--- config.mk ---
export PLATFORM = sky130hd
export DESIGN_NAME = double_ended_ring_queue_core
export DESIGN_NICKNAME = d
export VERILOG_FILES = /design/src/deq_pkg.sv /design/src/deq_cell.sv /design/src/deq_ctrl.sv /design/src/double_ended_ring_queue_core.sv
export SDC_FILE = /design/constraint.sdc
export NUM_CORES = 1
export LEC_CHECK = 0
export BUFFER_PORTS_ARGS = -buffer_cell sky130_fd_sc_hd__buf_2
export CORE_AREA = 2 2 208 210
export DETAILED_ROUTE_END_ITERATION = 16
export DIE_AREA = 0 0 210 212
export PLACE_DENSITY = 0.8
export SLEW_MARGIN = 30
export SYNTH_ARGS = -nofsm -noshare
export SYNTH_HDL_FRONTEND = slang
export SYNTH_HIERARCHICAL = 1
export SYNTH_SLANG_ARGS = --single-unit
--- constraint.sdc ---
create_clock -name clock -period 18.9 [get_ports clock]
set_input_delay 3.78 -clock clock [delete_from_list [all_inputs] [get_ports clock]]
set_output_delay 3.78 -clock clock [all_outputs]
set_load 0.05 [all_outputs]
--- src/deq_pkg.sv ---
// Shared types and constants of the double-ended ring queue.
package deq_pkg;

   localparam int DEPTH_DEFAULT = 16;
   localparam logic [4:0] CAPACITY_RESET = 5'd16;

   typedef enum logic [1:0] {
      CMD_PUSH_HEAD = 2'd0,
      CMD_PUSH_TAIL = 2'd1,
      CMD_POP_HEAD  = 2'd2,
      CMD_POP_TAIL  = 2'd3
   } cmd_type;

   typedef enum logic [1:0] {
      STAT_DONE      = 2'd0,
      STAT_OVERFLOW  = 2'd1,
      STAT_UNDERFLOW = 2'd2
   } status_type;

   typedef struct packed {
      logic        wr_en;
      logic [31:0] wr_data;
   } cell_ctl_type;

endpackage

--- src/deq_cell.sv ---
// One storage cell of the ring; passes the selected word down the read chain.
module deq_cell
   import deq_pkg::*;
#(
   parameter int IW  = 4,
   parameter int IDX = 0
) (
   input  logic          clock,
   input  cell_ctl_type  ctl,
   input  logic [IW-1:0] wr_idx,
   input  logic [IW-1:0] rd_idx,
   input  logic [31:0]   chain_in,
   output logic [31:0]   chain_out
);

   logic [31:0] word_ff;
   logic [31:0] word_in;

   always_comb begin
      word_in = word_ff;
      if (ctl.wr_en && (wr_idx == IW'(IDX))) begin
         word_in = ctl.wr_data;
      end
   end

   always_ff @(posedge clock) begin
      word_ff <= word_in;
   end

   // A cell that is not addressed forwards the word arriving on its chain input from upstream.
   assign chain_out = (rd_idx == IW'(IDX)) ? word_ff : chain_in;

endmodule

--- src/deq_ctrl.sv ---
// Pointer, count and capacity control of the deque, with the result register.
module deq_ctrl
   import deq_pkg::*;
#(
   parameter int DEPTH = DEPTH_DEFAULT,
   parameter int IW    = 4
) (
   input  logic                clock,
   input  logic                reset,
   input  logic                accept,
   input  logic [1:0]          req_command,
   input  logic signed [31:0]  req_push_value,
   input  logic                csr_write,
   input  logic [4:0]          csr_data,
   input  logic [31:0]         rd_word,
   output cell_ctl_type        cell_ctl,
   output logic [IW-1:0]       wr_idx,
   output logic [IW-1:0]       rd_idx,
   output logic                rsp_strobe,
   output logic [1:0]          rsp_status,
   output logic signed [31:0]  rsp_popped_value,
   output logic [4:0]          rsp_occupancy,
   output logic                rsp_is_empty,
   output logic                rsp_is_full
);

   localparam int PW = ((IW > 5) ? IW : 5) + 1;

   logic [4:0]    cap_ff, cap_in;
   logic [4:0]    count_ff, count_in;
   logic [IW-1:0] head_ff, head_in;
   logic [IW-1:0] tail_ff, tail_in;
   logic          strobe_ff, strobe_in;
   status_type    status_ff, status_in;
   logic [31:0]   popped_ff, popped_in;
   logic [4:0]    occ_ff;
   logic          empty_ff, full_ff;
   cmd_type       cmd;

   function automatic logic [4:0] eff_cap(input logic [4:0] v);
      if (v == 5'd0) begin
         return 5'd1;
      end
      if (32'(v) > 32'(DEPTH)) begin
         return 5'(DEPTH);
      end
      return v;
   endfunction

   function automatic logic [IW-1:0] ring_next(input logic [IW-1:0] idx,
                                               input logic [4:0] cap);
      logic [PW-1:0] s;
      s = PW'(idx) + PW'(1);
      if (s >= PW'(cap)) begin
         return '0;
      end
      return IW'(s);
   endfunction

   function automatic logic [IW-1:0] ring_prev(input logic [IW-1:0] idx,
                                               input logic [4:0] cap);
      if ((idx == '0) || (PW'(idx) > PW'(cap))) begin
         return IW'(PW'(cap) - PW'(1));
      end
      return idx - IW'(1);
   endfunction

   assign cmd = cmd_type'(req_command);

   always_comb begin
      cap_in           = cap_ff;
      count_in         = count_ff;
      head_in          = head_ff;
      tail_in          = tail_ff;
      strobe_in        = accept;
      status_in        = STAT_DONE;
      popped_in        = '0;
      cell_ctl.wr_en   = 1'b0;
      cell_ctl.wr_data = req_push_value;
      wr_idx           = '0;
      rd_idx           = (cmd == CMD_POP_TAIL) ? tail_ff : head_ff;

      if (csr_write) begin
         cap_in   = eff_cap(csr_data);
         count_in = '0;
         head_in  = '0;
         tail_in  = '0;
      end else if (accept) begin
         if ((cmd == CMD_PUSH_HEAD) || (cmd == CMD_PUSH_TAIL)) begin
            if (count_ff >= cap_ff) begin
               status_in = STAT_OVERFLOW;
            end else begin
               cell_ctl.wr_en = 1'b1;
               if (count_ff == 5'd0) begin
                  // The first word always lands in entry zero.
                  head_in = '0;
                  tail_in = '0;
                  wr_idx  = '0;
               end else if (cmd == CMD_PUSH_HEAD) begin
                  head_in = ring_prev(head_ff, cap_ff);
                  wr_idx  = head_in;
               end else begin
                  tail_in = ring_next(tail_ff, cap_ff);
                  wr_idx  = tail_in;
               end
               count_in = count_ff + 5'd1;
            end
         end else begin
            if (count_ff == 5'd0) begin
               status_in = STAT_UNDERFLOW;
            end else begin
               popped_in = rd_word;
               if (cmd == CMD_POP_HEAD) begin
                  head_in = ring_next(head_ff, cap_ff);
               end else begin
                  tail_in = ring_prev(tail_ff, cap_ff);
               end
               count_in = count_ff - 5'd1;
               if (count_in == 5'd0) begin
                  head_in = '0;
                  tail_in = '0;
               end
            end
         end
      end
   end

   always_ff @(posedge clock) begin
      if (reset) begin
         cap_ff    <= eff_cap(CAPACITY_RESET);
         count_ff  <= '0;
         head_ff   <= '0;
         tail_ff   <= '0;
         strobe_ff <= 1'b0;
      end else begin
         cap_ff    <= cap_in;
         count_ff  <= count_in;
         head_ff   <= head_in;
         tail_ff   <= tail_in;
         strobe_ff <= strobe_in;
      end
   end

   always_ff @(posedge clock) begin
      status_ff <= status_in;
      popped_ff <= popped_in;
      occ_ff    <= count_in;
      empty_ff  <= (count_in == 5'd0);
      full_ff   <= (count_in >= cap_in);
   end

   assign rsp_strobe       = strobe_ff;
   assign rsp_status       = status_ff;
   assign rsp_popped_value = popped_ff;
   assign rsp_occupancy    = occ_ff;
   assign rsp_is_empty     = empty_ff;
   assign rsp_is_full      = full_ff;

endmodule

--- src/double_ended_ring_queue_core.sv ---
// Top level of the double-ended ring queue: control plus a row of storage cells.
// The result of a request shows on rsp_strobe in the cycle after acceptance.
// Throughput: one request per cycle; a pop reads its word through the cell chain.
// busy stays low, so start is taken every cycle; results cannot be stalled.
// Reset empties the queue and sets the capacity to 16, or DEPTH if smaller; cell contents are kept.
module double_ended_ring_queue_core
   import deq_pkg::*;
#(
   parameter int DEPTH = DEPTH_DEFAULT
) (
   input  logic               clock,
   input  logic               reset,
   input  logic               start,
   output logic               busy,
   input  logic [1:0]         req_command,
   input  logic signed [31:0] req_push_value,
   output logic               rsp_strobe,
   output logic [1:0]         rsp_status,
   output logic signed [31:0] rsp_popped_value,
   output logic [4:0]         rsp_occupancy,
   output logic               rsp_is_empty,
   output logic               rsp_is_full,
   input  logic               csr_valid,
   output logic               csr_ready,
   input  logic [4:0]         csr_data
);

   localparam int IW = (DEPTH > 1) ? $clog2(DEPTH) : 1;

   cell_ctl_type  cell_ctl;
   logic [IW-1:0] wr_idx;
   logic [IW-1:0] rd_idx;
   logic [31:0]   chain [DEPTH+1];

   assign busy      = 1'b0;
   assign csr_ready = 1'b1;
   assign chain[0]  = '0;

   deq_ctrl #(
      .DEPTH (DEPTH),
      .IW    (IW)
   ) u_ctrl (
      .clock            (clock),
      .reset            (reset),
      .accept           (start && !busy),
      .req_command      (req_command),
      .req_push_value   (req_push_value),
      .csr_write        (csr_valid && csr_ready),
      .csr_data         (csr_data),
      .rd_word          (chain[DEPTH]),
      .cell_ctl         (cell_ctl),
      .wr_idx           (wr_idx),
      .rd_idx           (rd_idx),
      .rsp_strobe       (rsp_strobe),
      .rsp_status       (rsp_status),
      .rsp_popped_value (rsp_popped_value),
      .rsp_occupancy    (rsp_occupancy),
      .rsp_is_empty     (rsp_is_empty),
      .rsp_is_full      (rsp_is_full)
   );

   for (genvar i = 0; i < DEPTH; i++) begin : g_cell
      deq_cell #(
         .IW  (IW),
         .IDX (i)
      ) u_cell (
         .clock     (clock),
         .ctl       (cell_ctl),
         .wr_idx    (wr_idx),
         .rd_idx    (rd_idx),
         .chain_in  (chain[i]),
         .chain_out (chain[i+1])
      );
   end

endmodule

# Yosys cells after proc, flatten, opt, wreduce, memory -nomap -nowiden

Cells that the tools add are included.

Bits in registers: 572
Bits of input ports: 43
Output and inout port bits: 44
Word-level logic and storage cells: 206

$add $sub $neg: 7
Magnitude comparators: 7
Equality and inequality tests: 38
Multiplexer cells: 93
Bitwise logic cells: 1
Reductions and logical operators: 34

Operators with widths:

| cell                                                 | number |
|---|---|
| 2-to-1 mux 32 bit                                    | 16 |
| 2-to-1 mux 4 bit                                     | 29 |
| == test 4 bit, second input constant                 | 16 |
| 2-to-1 mux 5 bit                                     | 10 |
| 2-to-1 mux 1 bit                                     | 36 |
| == test 4 x 3 -> 1 bit, second input constant        | 8 |
| >= comparator 5 bit                                  | 4 |
| zero test 5 bit                                      | 4 |
| == test 4 x 2 -> 1 bit, second input constant        | 4 |
| logical AND 1 bit                                    | 16 |
| zero test 4 bit                                      | 4 |
| subtractor 4 x 1 -> 4 bit, second input constant     | 3 |
| adder 4 x 1 -> 5 bit, second input constant          | 2 |
| greater-than comparator 4 x 5 -> 1 bit               | 2 |
| AND reduction 5 bit                                  | 2 |
| == test 4 x 1 -> 1 bit, second input constant        | 2 |
| != test 3 x 2 -> 1 bit, second input constant        | 2 |
| adder 5 x 1 -> 5 bit, second input constant          | 1 |
| greater-than comparator 5 bit, second input constant | 1 |
| subtractor 5 x 1 -> 5 bit, second input constant     | 1 |
| == test 2 bit, second input constant                 | 2 |
| 2-to-1 mux 2 bit                                     | 2 |
| OR reduction 2 bit                                   | 2 |
| OR reduction 4 bit                                   | 1 |
| other kinds (8)                                      | 10 |

# Longest topological paths before layout

Gate-level depths: netlist of the first run.

Depth in word-level cells: 19
Gate-level depth with buffers: 24
Gate-level depth less buffers: 21

# By module

The synthesis of the first run kept the hierarchy.

Modules (own cells, without submodules):

| module                            | times used | cells each | area each (um2) | seq. area each (um2) |
|---|---|---|---|---|
| deq_cell at g_cell[10].u_cell ... | 6          | 71         | 1524.0          | 960.9 |
| deq_cell at g_cell[0].u_cell ...  | 3          | 70         | 1388.8          | 960.9 |
| deq_ctrl                          | 1          | 395        | 3513.4          | 1201.2 |
| deq_cell at g_cell[11].u_cell ... | 2          | 70         | 1505.2          | 960.9 |
| deq_cell at g_cell[13].u_cell ... | 2          | 70         | 1501.4          | 960.9 |
| deq_cell at g_cell[1].u_cell ...  | 2          | 70         | 1392.6          | 960.9 |
| deq_cell at g_cell[15].u_cell     | 1          | 71         | 1501.4          | 960.9 |
| double_ended_ring_queue_core      | 1          | 4          | 22.5            | 0.0 |

# Least setup slack after synthesis of the first run

No wires, ideal clock.

Path type: input to register
Start: input port req_command[1]
End: register u_ctrl.popped_ff[25] (netlist: u_ctrl/rsp_popped_value[25])
Arrival: 11.331 ns
Required time: 18.785 ns
Slack: 7.454 ns
Stages on the path: 22
Buffers on the path: 3
Cell sequence: clkbuf_1 clkbuf_1 nand2_1 o21ai_0 nor4b_4 buf_6 mux2_1 mux2_1 mux2_4 mux2_1 mux2_4 mux2_4 mux2_4 mux2_1 mux2_4 mux2_4 mux2_4 mux2_4 mux2_4 mux2_4 mux2_4 and3_1

RTL lines:

| item                 | line                               | source |
|---|---|---|
| start, declared      | double_ended_ring_queue_core.sv:15 | `input logic [1:0] req_command,` |
| end signal, assigned | deq_ctrl.sv:146                    | `popped_ff <= popped_in;` |
| end, declared        | deq_ctrl.sv:35                     | `logic [31:0] popped_ff, popped_in;` |

==> impl_metrics.toml, run 1 <==
[outcome]
outcome = "finished, final reports clean"

[global_route]
grt_first_pass_wirelength_um = 82810
grtUsageMet1 = 0.3366
grt_max_degree = 42
top_usage_layer = "met2"
grt_use_total = 0.2430
grt-ovfl-total = 0
grt_pass1_vias = 14010
grt_util_met3 = 0.03383
antenna_found_initial = 3
use_met2 = 0.4021

[synth]
synth_area_leaders = "edfxtp_1 (57%), mux2_4 (18%), mux2_2 (7.2%), dfxtp_1 (4.4%), ha_1 (1.7%)"
yosys_register_bits = 572
synth-edff-count = 512
ys_warn_count = 6
ys.flop_type = "edfxtp_1"
synthCells = 1526
ys_seq_area_frac = 0.6106
synth_largest_area_cell = "edfxtp_1"
synth_top_area_frac = 0.5664
avgSynthCellArea_um2 = 17.79
synth_area_um2 = 27150
async_flop_share = 0
yosysMostFrequentCell = "edfxtp_1"
synth_commonest_cells = "edfxtp_1 (512), mux2_4 (330), mux2_2 (173)"
yosysUniqueCellTypes = 69

[timing]
hold_viol = 0
fin_ws_ns = 9.277
worst-slew-pin-transition_ns = 0.9698
clock.fmax_mhz = 103.9
drv_slew = 0
finalSetupViolations = 0
skew_ns = 0.01634
layout_min_cycle_time_ns = 9.623
rsz0062_at_grt = "no"
max_slew_margin = 0.3522
fin_setup_tns_ns = 0
post-route-period-util = 0.5092

[floorplan]
fp-row-count = 76
die_y_um = 212
core-area_um2 = 42510
die_w_um = 210
die-area_um2 = 44520
start_util = 0.6386
ios = 87

[worst_setup_path]
worst-path-max-fanout = 32
reg2reg_to = "u_ctrl/rsp_popped_value[31]"
required_ns = 19.41
reg2reg_slack_ns = 12.54
cp-start-kind = "primary input"
critPathMaxStageDelay_ns = 0.59
crit_chain = "buf_2 > nand2_1 > mux2_2 > nor4b_4 > buf_4 > mux2_2 > mux2_2 > mux2_2 > mux2_2 > mux2_2 > mux2_2 > mux2_2 > mux2_2 > mux2_2 > mux2_2 > mux2_2 > mux2_2 > mux2_2 > mux2_2 > mux2_2 > and3_1"
startpoint = "req_command[1]"
arrival_ns = 10.14
r2r-start = "u_ctrl/tail_ff[0]"
cp-endpoint = "u_ctrl/rsp_popped_value[31]"
end_kind = "register"
cpMaxStageDelayCell = "mux2_2"
critical_path_class = "in2reg"
r2r_cells = 21
path_common_cell = "mux2_2"

[clock_network]
cts_root_buf = "clkbuf_16"
cts_setup_buffers = 0
cts_inserted_buffers = 56
htree_levels = 2
post_cts_resized = 0
clock_latency_ns = 0.62
cts_hold_buf = 0
cts_tree = "built"
cts_num_sinks = 572
cts_buffer_depth = 3
path_clk_slew_ns = 0.06

[drt]
routedWlPerCell_um = 24.17
drtPass1Iterations = 5
viasPerCell = 6.020
drc = 0
drt-total-wl_um = 53760
ant_nets = 0
dr_total_vias = 13390
drt_iter0_drc = 1073

[hold_path]
hold_path.class = "reg2reg"
holdPathStages = 2

[placement]
gp_congestion = 0.8558
placed_area_um2 = 27820
dp_worst_setup_slack_ns = 8.737
dp_hpwl_um = 31570
numPortBuffers = 84

[finish]
fillers = 2588
drive_above_1_share = 0.4529
final_nets = 1711
syn_to_final_growth_pct = 10.29
design_area_um2 = 29940

[power]
fin_total_pwr_w = 0.002919
p_leak_nw = 11.43
peakVddDrop_v = 0.00006096
powerDensity_nw_per_um2 = 97.50

[job]
drv_cap = 0
## worst max-delay path: cells and delay by family
| family | cells | cell delay [ns] |
|---|---|---|
| muxes | 16 | 4.80 |
| buffers and inverters | 2 | 0.77 |
| and+or+nand+nor | 3 | 0.75 |
## layout make-up
class / count / area [µm²] / area share
sequential: 572 / 16580 / 0.5537
multi-input combinational: 864 / 9762 / 0.3261
clock buffer: 66 / 1479 / 0.04940
timing repair buffer: 117 / 788.3 / 0.02633
tap: 546 / 683.2 / 0.02282
clock inverter: 37 / 570.5 / 0.01906
inverter: 20 / 75.07 / 0.002508
antenna: 2 / 5.005 / 0.0001672
## cells by family (layout without fill, tap and decap cells)
family | after synthesis | count (layout) | share of synthesized area
xor gates and xnor gates | 11 | 11 | 0.003549
muxes | 520 | 520 | 0.2610
DFF | 572 | 572 | 0.6106
buffers and inverters | 122 | 240 | 0.04185
other | 2 | 36 | 0.0002767
and+or+nand+nor | 180 | 180 | 0.04563
adders and majority gates | 37 | 37 | 0.01705
AOI/OAI and AO/OA | 82 | 82 | 0.02000
## layout by cell type (no fill, tap or decap), types with 9 or more instances in the layout
master | synthesis | final
nor2_1 | 37 | 28
nand2_1 | 23 | 23
dfxtp_1 | 60 | 60
edfxtp_1 | 512 | 512
buf_4 | 40 | 27
mux2_2 | 173 | 173
and3_1 | 36 | 36
ha_1 | 37 | 37
inv_1 | 20 | 20
o21ai_0 | 18 | 15
bufinv_16 | 0 | 14
buf_2 | 2 | 84
nor2b_1 | 9 | 9
conb_1 | 2 | 34
clkbuf_16 | 0 | 56
mux2_4 | 330 | 330
clkinv_2 | 0 | 10
mux2_1 | 10 | 10
a21oi_1 | 17 | 17
## sequential cells by signal (all words and copies together) (netlist names)
| signal | count |
|---|---|
| g_cell.u_cell/word_ff | 512 |
| u_ctrl/rsp_popped_value | 32 |
| u_ctrl/cap_ff | 5 |
| u_ctrl/count_ff | 5 |
| u_ctrl/rsp_occupancy | 5 |
| u_ctrl/head_ff | 4 |
| u_ctrl/tail_ff | 4 |
| u_ctrl/rsp_status | 2 |
| u_ctrl/rsp_is_empty | 1 |
| u_ctrl/rsp_is_full | 1 |
| u_ctrl/rsp_strobe | 1 |
## worst min path at each step
stage | from | end | slack, ns
after floorplan | u_ctrl/cap_ff[4] | u_ctrl/cap_ff[4] | 0.50
after global routing | g_cell[15].u_cell/word_ff[29] | u_ctrl/rsp_popped_value[29] | 0.61
after CTS | u_ctrl/cap_ff[1] | u_ctrl/cap_ff[1] | 0.60
after global placement | u_ctrl/cap_ff[1] | u_ctrl/cap_ff[1] | 0.57
after detailed placement | u_ctrl/cap_ff[1] | u_ctrl/cap_ff[1] | 0.59
final | u_ctrl/cap_ff[1] | u_ctrl/cap_ff[1] | 0.60
## metrics by stage
step / hold WS [ns] / util / std cells
2_1_floorplan: 0.4973 / - / 1558
3_3_place_gp: 0.5686 / 0.6519 / 2113
3_5_place_dp: 0.5855 / 0.6546 / 2117
4_1_cts: 0.6014 / 0.7028 / 2220
5_1_grt: 0.6119 / 0.7043 / 2224
6_report: 0.6006 / 0.7043 / 2224
## power by group
group,switching [W],internal (W)
Clock,0.000480,0.000751
Sequential,0.00000345,0.00138
Combinational,0.000117,0.000187
## layer usage
| layer | vias to the layer above | part of all wire | wire (µm) |
|---|---|---|---|
| met4 | 2 | 0.023 | 1231 |
| li1 | 6059 | - | - |
| met5 | - | 0.00026 | 14 |
| met2 | 415 | 0.48 | 25930 |
| met3 | 88 | 0.054 | 2888 |
| met1 | 6825 | 0.44 | 23700 |
Power figures use the tool's default switching activity.
==> inputs of run 2 (changes only) <==
- CORE_AREA: 2 2 208 210 -> 2 2 224 226
- DIE_AREA: 0 0 210 212 -> 0 0 226 228
- PLACE_DENSITY: 0.8 -> 0.73
- clock period: 18.9 -> 8.72 ns (I/O delays scaled with it)
==> run 2 against run 1 <==
Against the previous run: final area down 0.50%; total power is 100% higher; clock-buffer cell count increased by 7; via count down 1.5%; sequential share of layout area is 0.28 points higher; final cell count is 5.4% higher; register-to-register slack got worse by 10 ns; critical path depth unchanged; combinational power grew 110%; critical path type unchanged.
==> impl_metrics.toml, run 2 (synthesis results as in run 1) <==
[worst_setup_path]
worst-path-max-fanout = 32
r2r-start = "u_ctrl/tail_ff[0]"
path_buf_inv = 2
critical_path_class = "in2reg"
critPathMaxStageDelay_ns = 0.52
cp-start-kind = "primary input"
path_common_cell = "mux2_4"
cpMaxStageDelayCell = "o21ai_2"
required_ns = 9.21
crit_chain = "buf_2 > nand2_1 > o21ai_2 > nor4b_4 > buf_4 > mux2_1 > mux2_1 > mux2_4 > mux2_1 > mux2_4 > mux2_4 > mux2_4 > mux2_1 > mux2_4 > mux2_4 > mux2_4 > mux2_4 > mux2_4 > mux2_4 > mux2_4 > and3_1"
end_kind = "register"
reg2reg_to = "u_ctrl/rsp_popped_value[25]"
r2r_cells = 20
arrival_ns = 7.96
critical-path-top-delay-family = "multiplexers"
reg2reg_slack_ns = 2.40

[clock_network]
cts_setup_buffers = 0
cts_hold_buf = 0
cts_buffer_depth = 3
cts_num_sinks = 572
cts_inserted_buffers = 57
htree_levels = 2
path_clk_slew_ns = 0.06
clock_latency_ns = 0.61
cts_tree = "built"
cts_root_buf = "clkbuf_16"
post_cts_resized = 0

[placement]
gp_congestion = 0.8757
dp_hpwl_um = 31080
numPortBuffers = 84
placed_area_um2 = 28000
dp.cells = 2244

[timing]
rsz0062_at_grt = "no"
worst-slew-pin-transition_ns = 0.9334
post-route-period-util = 0.8568
hold_viol = 0
fin_setup_tns_ns = 0
finalSetupViolations = 0
max_slew_margin = 0.3768
clock.fmax_mhz = 133.9
layout_min_cycle_time_ns = 7.471
skew_ns = 0.01456
drv_slew = 0
whs_ns = 0.5948

[drt]
dr_total_vias = 13190
viasPerCell = 5.626
routedWlPerCell_um = 21.63
drt-total-wl_um = 50710
drtPass1Iterations = 5
ant_nets = 0
drt_iter0_drc = 1079
drc = 0

[power]
peakVddDrop_v = 0.0001496
fin_total_pwr_w = 0.005939
powerDensity_nw_per_um2 = 199.4
p_leak_nw = 11.30

[global_route]
antenna_found_initial = 6
grt_max_degree = 42
grt_pass1_vias = 13420
grt-ovfl-total = 0
grt_first_pass_wirelength_um = 78770
grt_use_total = 0.1964

[floorplan]
die_w_um = 226
start_util = 0.5501
die_y_um = 228
ios = 87
fp-row-count = 82
core-area_um2 = 49350
die-area_um2 = 51530

[finish]
drive_above_1_share = 0.4476
design_area_um2 = 29790
fillers = 3522
final_common_cell = "edfxtp_1"
syn_to_final_growth_pct = 9.735
final_nets = 1713
largest_reg_flops = 512
fin_cells = 2345
layout_common_cells = "edfxtp_1 (512), mux2_4 (330), mux2_2 (173), buf_2 (84), dfxtp_1 (60)"
top_register = "g_cell.u_cell/word_ff"

[job]
drv_cap = 0

[hold_path]
hold_start = "u_ctrl/cap_ff[1]"
holdPathStages = 2
hold_path.class = "reg2reg"
min_to = "u_ctrl/cap_ff[1]"

[outcome]
outcome = "finished, final reports clean"
==> run 2: worst max path at each step <==
stage                        start                     endpoint  cells after the start
global route        req_command[1]  u_ctrl/rsp_popped_value[31]                     21
global placement    req_command[1]  u_ctrl/rsp_popped_value[25]                     21
CTS                 req_command[1]  u_ctrl/rsp_popped_value[25]                     21
floorplan           req_command[1]  u_ctrl/rsp_popped_value[25]                     22
detailed placement  req_command[1]  u_ctrl/rsp_popped_value[25]                     21
finish              req_command[1]  u_ctrl/rsp_popped_value[25]                     21
==> run 2: per-layer routing <==
layer | track usage | vias up | part of all wire
li1 | - | 6058 | -
met4 | 0.05898 | 8 | 0.021
met3 | 0.03272 | 93 | 0.050
met2 | 0.3100 | 320 | 0.46
met5 | 0 | - | 0.00091
met1 | 0.2804 | 6714 | 0.47
==> run 2: layout make-up <==
type / count / area (µm²) / area share
tap: 672 / 840.8 / 0.02823
timing repair buffer: 118 / 808.3 / 0.02713
clock buffer: 73 / 1535 / 0.05154
antenna: 2 / 5.005 / 0.0001680
multi-input combinational: 864 / 9764 / 0.3278
sequential: 572 / 16580 / 0.5565
inverter: 20 / 75.07 / 0.002520
clock inverter: 24 / 183.9 / 0.006174
==> run 2: metrics by stage <==
| step | setup WS, ns | util |
|---|---|---|
| after floorplan | 0.05313 | - |
| after global placement | 0.8057 | 0.5651 |
| after detailed placement | 0.6907 | 0.5674 |
| after CTS | 1.292 | 0.6022 |
| after global routing | 1.025 | 0.6036 |
| final | 1.249 | 0.6036 |
==> run 2: worst min-delay path: cells and delay by family, from the launching register on <==
kind / cells / cell delay, ns
flip-flops: 1 / 0.37
AND/OR/NAND/NOR: 1 / 0.08
AO/OA/AOI/OAI: 1 / 0.10
==> run 2: power by group <==
group	switching (W)	internal, W
clock network	0.000998	0.00129
registers	0.00000763	0.00299
logic	0.000242	0.000405
